===== src/sv/orb_pkg.sv =====
// ----------------------------------------------------------------------------
// orb_pkg
// shared types, constants and index helpers for the overwrite ring buffer
// ----------------------------------------------------------------------------
package orb_pkg;

  localparam int DEPTH      = 32;
  localparam int ENTRY_BITS = 32;
  localparam int IDX_BITS   = $clog2(DEPTH);
  localparam int CAP_BITS   = $clog2(DEPTH + 1);
  localparam int CFG_BITS   = 6;
  localparam int OP_BITS    = 2;

  typedef logic [IDX_BITS-1:0]   idx_t;
  typedef logic [CAP_BITS-1:0]   cap_t;
  typedef logic [ENTRY_BITS-1:0] entry_t;

  typedef enum logic [OP_BITS-1:0] {
    OP_APPEND = 2'd0,
    OP_REMOVE = 2'd1,
    OP_LIST   = 2'd2
  } op_t;

  // controller to datapath
  typedef struct packed {
    logic append;
    logic remove;
    logic list_start;
    logic rd_advance;
    logic out_load;
  } cmd_t;

  // datapath to controller
  typedef struct packed {
    logic empty;
    logic rd_last;
    logic out_busy;
  } status_t;

  // clamp the raw register value to 1..DEPTH
  function automatic cap_t cap_limit(input logic [CFG_BITS-1:0] raw);
    cap_t res;
    if (raw == '0) begin
      res = cap_t'(1);
    end else if (int'(raw) > DEPTH) begin
      res = cap_t'(DEPTH);
    end else begin
      res = cap_t'(raw);
    end
    return res;
  endfunction

  function automatic idx_t wrap_next(input idx_t i, input cap_t cap);
    cap_t nxt;
    nxt = cap_t'(i) + cap_t'(1);
    return (nxt >= cap) ? '0 : nxt[IDX_BITS-1:0];
  endfunction

endpackage


===== src/sv/orb_datapath.sv =====
// ----------------------------------------------------------------------------
// orb_datapath
// slot memory, head and tail pointers, list read pointer and output register
// ----------------------------------------------------------------------------
module orb_datapath
  import orb_pkg::*;
(
  input  logic                  clk,
  input  logic                  rst,
  input  cmd_t                  cmd,
  output status_t               status,
  input  logic [ENTRY_BITS-1:0] payload,
  input  logic                  cfg_wen,
  input  logic [CFG_BITS-1:0]   cfg_wdata,
  output logic                  m_axis_tvalid,
  input  logic                  m_axis_tready,
  output logic [ENTRY_BITS-1:0] m_axis_tdata,
  output logic                  m_axis_tlast
);

  entry_t mem [DEPTH];
  entry_t rd_data;

  logic [CFG_BITS-1:0] capacity;
  cap_t cap;
  idx_t head, head_next;
  idx_t tail, tail_next;
  logic empty, empty_next;
  idx_t rd_ptr;

  logic wr_en;
  idx_t wr_addr;
  idx_t head_inc, tail_inc;
  logic full;

  assign cap      = cap_limit(capacity);
  assign head_inc = wrap_next(head, cap);
  assign tail_inc = wrap_next(tail, cap);
  assign full     = (tail_inc == head);

  always_comb begin
    head_next  = head;
    tail_next  = tail;
    empty_next = empty;
    wr_en      = 1'b0;
    wr_addr    = tail_inc;
    if (cmd.append) begin
      wr_en = 1'b1;
      if (empty) begin
        head_next  = '0;
        tail_next  = '0;
        empty_next = 1'b0;
        wr_addr    = '0;
      end else if (full) begin
        // overwrite oldest
        wr_addr   = head;
        tail_next = head;
        head_next = head_inc;
      end else begin
        tail_next = tail_inc;
        wr_addr   = tail_inc;
      end
    end else if (cmd.remove && !empty) begin
      if (head == tail) begin
        head_next  = '0;
        tail_next  = '0;
        empty_next = 1'b1;
      end else begin
        head_next = head_inc;
      end
    end
  end

  always_ff @(posedge clk) begin
    if (rst) begin
      capacity <= CFG_BITS'(DEPTH);
      head     <= '0;
      tail     <= '0;
      empty    <= 1'b1;
    end else if (cfg_wen) begin
      capacity <= cfg_wdata;
      head     <= '0;
      tail     <= '0;
      empty    <= 1'b1;
    end else begin
      head  <= head_next;
      tail  <= tail_next;
      empty <= empty_next;
    end
  end

  always_ff @(posedge clk) begin
    if (wr_en) begin
      mem[wr_addr] <= payload;
    end
    rd_data <= mem[rd_ptr];
  end

  always_ff @(posedge clk) begin
    if (cmd.list_start) begin
      rd_ptr <= head;
    end else if (cmd.rd_advance) begin
      rd_ptr <= wrap_next(rd_ptr, cap);
    end
  end

  always_ff @(posedge clk) begin
    if (rst) begin
      m_axis_tvalid <= 1'b0;
    end else if (cmd.out_load) begin
      m_axis_tvalid <= 1'b1;
    end else if (m_axis_tready) begin
      m_axis_tvalid <= 1'b0;
    end
  end

  always_ff @(posedge clk) begin
    if (cmd.out_load) begin
      m_axis_tdata <= rd_data;
      m_axis_tlast <= (rd_ptr == tail);
    end
  end

  assign status.empty    = empty;
  assign status.rd_last  = (rd_ptr == tail);
  assign status.out_busy = m_axis_tvalid && !m_axis_tready;

endmodule


===== src/sv/orb_ctrl.sv =====
// ----------------------------------------------------------------------------
// orb_ctrl
// op decode and list sequencing for the overwrite ring buffer
// ----------------------------------------------------------------------------
module orb_ctrl
  import orb_pkg::*;
(
  input  logic               clk,
  input  logic               rst,
  input  logic               s_axis_tvalid,
  output logic               s_axis_tready,
  input  logic [OP_BITS-1:0] s_axis_tuser,
  input  status_t            status,
  output cmd_t               cmd
);

  typedef enum logic [1:0] {
    ST_IDLE,
    ST_READ,
    ST_LOAD
  } state_t;

  state_t state, state_next;
  logic   accept;

  assign s_axis_tready = (state == ST_IDLE);
  assign accept        = s_axis_tvalid && s_axis_tready;

  always_comb begin
    state_next = state;
    cmd        = '0;
    case (state)
      ST_IDLE: begin
        if (accept) begin
          case (op_t'(s_axis_tuser))
            OP_APPEND: cmd.append = 1'b1;
            OP_REMOVE: cmd.remove = 1'b1;
            OP_LIST: begin
              if (!status.empty) begin
                cmd.list_start = 1'b1;
                state_next     = ST_READ;
              end
            end
            default: ;
          endcase
        end
      end
      ST_READ: state_next = ST_LOAD;
      ST_LOAD: begin
        if (!status.out_busy) begin
          cmd.out_load = 1'b1;
          if (status.rd_last) begin
            state_next = ST_IDLE;
          end else begin
            cmd.rd_advance = 1'b1;
            state_next     = ST_READ;
          end
        end
      end
      default: state_next = ST_IDLE;
    endcase
  end

  always_ff @(posedge clk) begin
    if (rst) begin
      state <= ST_IDLE;
    end else begin
      state <= state_next;
    end
  end

endmodule


===== src/sv/overwrite_ring_buffer.sv =====
// ----------------------------------------------------------------------------
// overwrite_ring_buffer
// ring buffer that overwrites its oldest word when full, with list readout
// ----------------------------------------------------------------------------
// append and remove: accepted back to back
// list: input stalls while the buffer holds words; each held word gets a slot memory
//   read, then an output register load, which waits while the output is stalled
// reset (rst, synchronous): buffer empty, capacity 32, output idle; slot
//   contents are not cleared
module overwrite_ring_buffer
  import orb_pkg::*;
(
  input  logic                  clk,
  input  logic                  rst,
  input  logic                  cfg_wen,
  input  logic [CFG_BITS-1:0]   cfg_wdata,     // capacity
  input  logic                  s_axis_tvalid,
  output logic                  s_axis_tready,
  input  logic [ENTRY_BITS-1:0] s_axis_tdata,  // payload
  input  logic [OP_BITS-1:0]    s_axis_tuser,  // op
  output logic                  m_axis_tvalid,
  input  logic                  m_axis_tready,
  output logic [ENTRY_BITS-1:0] m_axis_tdata,  // entry
  output logic                  m_axis_tlast
);

  cmd_t    cmd;
  status_t status;

  orb_ctrl u_ctrl (
    .clk           (clk),
    .rst           (rst),
    .s_axis_tvalid (s_axis_tvalid),
    .s_axis_tready (s_axis_tready),
    .s_axis_tuser  (s_axis_tuser),
    .status        (status),
    .cmd           (cmd)
  );

  orb_datapath u_datapath (
    .clk           (clk),
    .rst           (rst),
    .cmd           (cmd),
    .status        (status),
    .payload       (s_axis_tdata),
    .cfg_wen       (cfg_wen),
    .cfg_wdata     (cfg_wdata),
    .m_axis_tvalid (m_axis_tvalid),
    .m_axis_tready (m_axis_tready),
    .m_axis_tdata  (m_axis_tdata),
    .m_axis_tlast  (m_axis_tlast)
  );

endmodule


===== config.mk =====
export PLATFORM = sky130hd
export DESIGN_NAME = overwrite_ring_buffer
export DESIGN_NICKNAME = d
export VERILOG_FILES = /design/src/sv/orb_pkg.sv /design/src/sv/orb_datapath.sv /design/src/sv/orb_ctrl.sv /design/src/sv/overwrite_ring_buffer.sv
export SDC_FILE = /design/constraint.sdc
export NUM_CORES = 1
export LEC_CHECK = 0
export BUFFER_PORTS_ARGS = -buffer_cell sky130_fd_sc_hd__buf_2
export CORE_MARGIN = 1.5
export CORE_UTILIZATION = 50
export DETAILED_ROUTE_END_ITERATION = 6
export PLACE_DENSITY = 0.73
export SETUP_SLACK_MARGIN = 0.3
export SYNTH_ARGS = -nofsm -noshare
export SYNTH_HDL_FRONTEND = slang
export SYNTH_HIERARCHICAL = 1
export SYNTH_SLANG_ARGS = --single-unit

===== constraint.sdc =====
create_clock -name clk -period 6.5 [get_ports clk]
set_input_delay 0.65 -clock clk [delete_from_list [all_inputs] [get_ports clk]]
set_output_delay 0.65 -clock clk [all_outputs]
set_load 0.01 [all_outputs]

After elaboration in Yosys (flattened, before gate mapping)
Memories as Yosys holds them, arrays and structs flattened. A register that Yosys moved wholly into a read port is not among the register bits. Index checks and enable logic that the tools add are counted. Widths: inputs -> output; s select.

Register bits: 58. Latch bits: 0. Memory bits (writable): 1024. Bits in read-only memories: 0. Output and inout port bits: 35. Memories: 1.

Memories: u_datapath.mem (depth 32, width 32, read ports 1, clocked after Yosys merged registers in 1, wr ports 1, line orb_datapath.sv:21) `entry_t mem [DEPTH];`.

Add/sub/neg operators: 3. Multiply operators: 0. Div/mod/pow operators: 0. Magnitude comparators: 4. Equal/unequal tests: 12. Shift operators: 0. Mux-type cells: 41. Bitwise logic cells: 0. Reduce and logical (&&, ||, !) cells: 16.

Operator list (number): $mux 5 (16); $add 5x1->6 const B (3); $ge 6x6->1 (3); $eq 5x5->1 (3); $mux 1 (14); $mux 2 (6); $mux 6 (2); $ne 2x2->1 const B (4); $reduce_bool 2->1 (4); $gt 6x6->1 const B (1); $logic_not 6->1 (1); $mux 3 (2); $pmux 2 s3 (1); $eq 2x1->1 const B (2); $eq 2x2->1 const B (2); $logic_not 2->1 (2); $reduce_and 2->1 (2); $reduce_and 4->1 (1); $logic_and 1x1->1 (3); $ne 3x1->1 const B (1); $logic_not 1->1 (2); $reduce_or 2->1 (1).

Depth between registers and ports, before layout
Depth after elaboration: 9. Mapped depth: 13.

Modules after synthesis
The synthesis kept the hierarchy.

By module, submodules not included: orb_datapath (times used 1, cells an instance 1779, area each 42331.8 um^2, seq. area each 32891.5 um^2); orb_ctrl (times used 1, cells an instance 16, area each 153.9 um^2, seq. area each 40.0 um^2).

Least setup slack after synthesis
Ideal clock, no wire load.

Kind: register -> register. Start: register u_datapath.tail[1]. End: memory u_datapath/mem[11][0] (netlist bit) (enable). Library setup time: 0.421 ns. Arrival: 3.906 ns. Slack: 2.173 ns. Stages on the path, launching flop included: 11. Clock period less this slack: 4.327 ns. Cell sequence: dfxtp_1 -> ha_1 -> nand3_2 -> xnor2_2 -> ha_1 -> nand2_1 -> o21a_1 -> o21ai_2 -> nor3_1 -> nand3_1 -> nor2_1.

Longest elaborated chain between the ends: 7.

RTL lines: start: declaration (line orb_datapath.sv:27) `idx_t tail, tail_next;`; start signal: assignment (line orb_datapath.sv:87) `tail <= tail_next;`; $add 5x1->6 (*) (line orb_pkg.sv:55) `nxt = cap_t'(i) + cap_t'(1);`; $ge 6x6->1 (line orb_pkg.sv:56) `return (nxt >= cap) ? '0 : nxt[IDX_BITS-1:0];`; $mux 5 (*) (line orb_pkg.sv:56); $eq 5x5->1 (line orb_datapath.sv:39) `assign full = (tail_inc == head);`; $mux 5 (line orb_datapath.sv:54) `end else if (full) begin`; $mux 5 (line orb_datapath.sv:49) `if (empty) begin`; $mux 5 (*) (line orb_datapath.sv:47) `if (cmd.append) begin`; end: declaration (line orb_datapath.sv:21).

Mark *: on every way between the ends. The rest lies on a longest branch, timed or not.

Worst setup path in the final report
Start: register u_datapath.tail[0]. End: memory u_datapath/mem[16][28] (netlist bit) (enable).

Same word-level chain as after synthesis.

==> results.toml <==
[outcome]
status = "finished clean"

[placement]
dpl-instance-area_sq_um = 44500
dp_hpwl_um = 60000
pre_cts_slack_ns = 1.78
port-buffer-count = 79
gp_congestion = 0.842

[timing]
layout_min_cycle_time_ns = 4.88
max_freq_mhz = 205
grt_setup_unrepaired = "false"
hold_viol_final = 0
timing.final.max_slew_violations = 0
tns_ns = 0
max-slew-margin-rel_pct = 24.0
worst_slew_pin_slew_ns = 1.14
skew_ns = 0.0208
setup_viol = 0
setup_slack_ns = 1.62
period_share_pct = 75.1

[setup_path]
crit_buf_inv = 0
critical_path_required_ns = 6.79
crit_top_cell = "ha_1"
cp_slowest_cell = "nor2_4"
crit_path_end_kind = "register"
start_kind = "register"
critPathKind = "reg -> reg"
arrival_ns = 5.16
max_stage_delay_ns = 0.98
crit_fanout = 32
worstPathCellList = "ha_1 > nand3_2 > xnor2_2 > ha_1 > nand2_1 > o21a_1 > o21ai_2 > nand2b_1 > nor2b_1 > nand3_1 > nor2_4"
cp_top_family = "simple AND/OR/NAND/NOR gates"

[grt]
grt.overflow.total = 0
track_usage_pct = 23.4
grt_pass1_vias = 19500
grt_max_degree = 95
grt_antenna_before_repair = 8
grt_pass1_wl_um = 142000

[logic_synthesis]
yosysWarnings = 6
ys.flop_type = "edfxtp_1"
ys_seq_area_share_pct = 77.5
async_reset_ff_share_pct = 0
netlist_instances = 1795
yosys.area.top_type = "edfxtp_1"
synth_area_leaders = "edfxtp_1 75%, mux4_2 17%, dfxtp_1 2.5%"
yosys-top-cells-count = "1,062 x edfxtp_1, 320 x mux4_2, 60 x nor2_1, 52 x dfxtp_1, 46 x clkbuf_1"
synth_fp_nets = 1861
synth_cell_types = 58
yosysMostFrequentCell = "edfxtp_1"
syn_area_sq_um = 42500
synth_edf_count = 1062
ys_seq_elements = 1114
synth_top_area_share_pct = 75.1
synth.avg_cell_area_sq_um = 23.7

[power_and_ir_drop]
p_clk_share_pct = 43.6
p_comb_share_pct = 1.5
p_total_w = 0.0143
powerDensity_nw_per_um2 = 298
ir_worst_vdd_mv = 0.212
p_leak_nw = 15.0
swShare_pct = 19.7
p_int_w = 0.0115
p_seq_share_pct = 55.0
p_switching_w = 0.00282

[cts]
clk_latency_ns = 0.68
root_buffer = "clkbuf_16"
cts_made_buffers = 107
cts_hold_buffers = 0
clkTransAtPathRegs_ns = 0.06
clk_path_buf_depth = 3
cts.repair.resized = 0
h-tree-depth = 3
cts_tree = "built"
clock_sinks = 1114
post_cts_buffers = 0

[detailed_routing]
drt_iter0_drc = 2495
drc = 0
drtPass1Iterations = 5
vias_per_cell = 6.22
ant_nets = 0
wl_um = 99200
wire_per_inst_um = 31.4
vias = 19600

[layout]
area_growth_pct = 13.1
final_nets = 1999
drive_above_1_share_pct = 33.7
post-route-cell-area_sq_um = 48000

[min_path]
hold_class = "in -> reg"

[die]
die_w_um = 295
start_util_pct = 50.7
dieHeight_um = 295
dieArea_sq_um = 86700
core_sq_um = 83800
rows = 106
ios = 80

[job]
cap_violations = 0
[worst reg2reg max path, delay by kind of cell, from the launching register on]
kind                     cells  cell delay (ns)
AND/OR/NAND/NOR              6             2.45
adder cells (fa/ha/maj)      2             0.76
flip-flops                   1             0.65
XOR/XNOR                     1             0.38
AO/OA/AOI/OAI                2             0.24
[area by class of cell]
| cell class | instances | area (sq um) |
|---|---|---|
| clock buffers | 144 | 2940 |
| multi-input cells | 580 | 9340 |
| flip-flops and latches | 1114 | 32900 |
| repair buffers | 119 | 771 |
| diodes | 1 | 2.50 |
| fillers | 5920 | 35800 |
| inverters | 11 | 41.3 |
| well taps | 1134 | 1420 |
| clock inverters | 53 | 601 |
[routing by layer]
metal	global-route usage [%]	vias to the layer above	part of all wire (%)	wire, um
li1	-	7907	-	-
met5	0	-	0.025	25
met1	35.1	10500	41	40500
met3	7.42	140	12	12400
met4	6.88	4	2.6	2580
met2	33.0	1133	44	43700
[path summary, 6_finish.rpt]
check,start,to,slack (ns),depth (start not counted)
worst min register to register,u_datapath/rd_data[22],u_datapath/m_axis_tdata[22],0.40,0
worst max register to register,u_datapath/tail[0],u_datapath/mem[16][28],1.62,11
worst max-delay path,u_datapath/tail[0],u_datapath/mem[16][28],1.62,11
worst min-delay path,cfg_wdata[0],u_datapath/capacity[0],0.22,3
[state kept, by name, indices dropped and copies added, names as in the netlist]
signal and count:
u_datapath/m_axis_tdata 32, u_datapath/mem 1024, u_datapath/rd_ptr 5, u_ctrl/state 2
u_datapath/head 5, u_datapath/tail 5, u_datapath/m_axis_tlast 1, u_datapath/rd_data 32
u_datapath/m_axis_tvalid 1, u_datapath/empty 1, u_datapath/capacity 6
[power by group through the flow]
| stage | clock [W] | combinational (W) | sequential [W] |
|---|---|---|---|
| 2_1_floorplan | 0 | 0.0000497 | 0.00802 |
| 3_3_place_gp | 0 | 0.000199 | 0.00802 |
| 3_5_place_dp | 0 | 0.000211 | 0.00802 |
| 4_1_cts | 0.00632 | 0.000212 | 0.00787 |
| 5_1_grt | 0.00660 | 0.000225 | 0.00786 |
| 6_report | 0.00623 | 0.000209 | 0.00787 |
[stage by stage]
step / util, % / hold slack (ns) / cells
final: 57.3 / 0.221 / 3156
after global routing: 57.3 / 0.208 / 3155
after CTS: 57.3 / 0.194 / 3155
after detailed placement: 53.1 / 0.389 / 2958
after global placement: 53.1 / 0.387 / 2958
after floorplan: - / 0.386 / 1795
[cells in the final DEF (no fill, tap or decap), drive strengths merged, types with 2 or more instances in the layout]
cell type / n
buf: 119
a21o: 2
xor2: 8
a22o: 4
nand2: 21
a31oi: 2
mux2i: 5
a21oi: 11
nor4b: 2
or4b: 2
clkinv: 30
nand4: 2
nand3b: 2
nor2b: 5
nor3: 5
or2: 3
bufinv: 10
o21ai: 10
inv: 16
clkbuf: 144
a22oi: 3
edfxtp: 1062
nand2b: 8
clkinvlp: 8
nor2: 61
xnor2: 13
ha: 21
nand3: 19
mux2: 32
mux4: 320
dfxtp: 52
nor4: 2
o31ai: 2
o211ai: 2
[cell families (layout without fill, tap and decap cells)]
family / after synthesis / in the layout / share of synthesized area (%)
fa+ha+maj: 21 / 21 / 0.618
simple gates: 136 / 136 / 1.57
compound gates: 45 / 45 / 0.763
xor+xnor: 21 / 21 / 0.512
buf+inv: 101 / 327 / 1.10
mux: 357 / 357 / 17.9
other cells: 0 / 1 / 0
flops: 1114 / 1114 / 77.5
No activity file was read; power rests on OpenSTA's default activity.
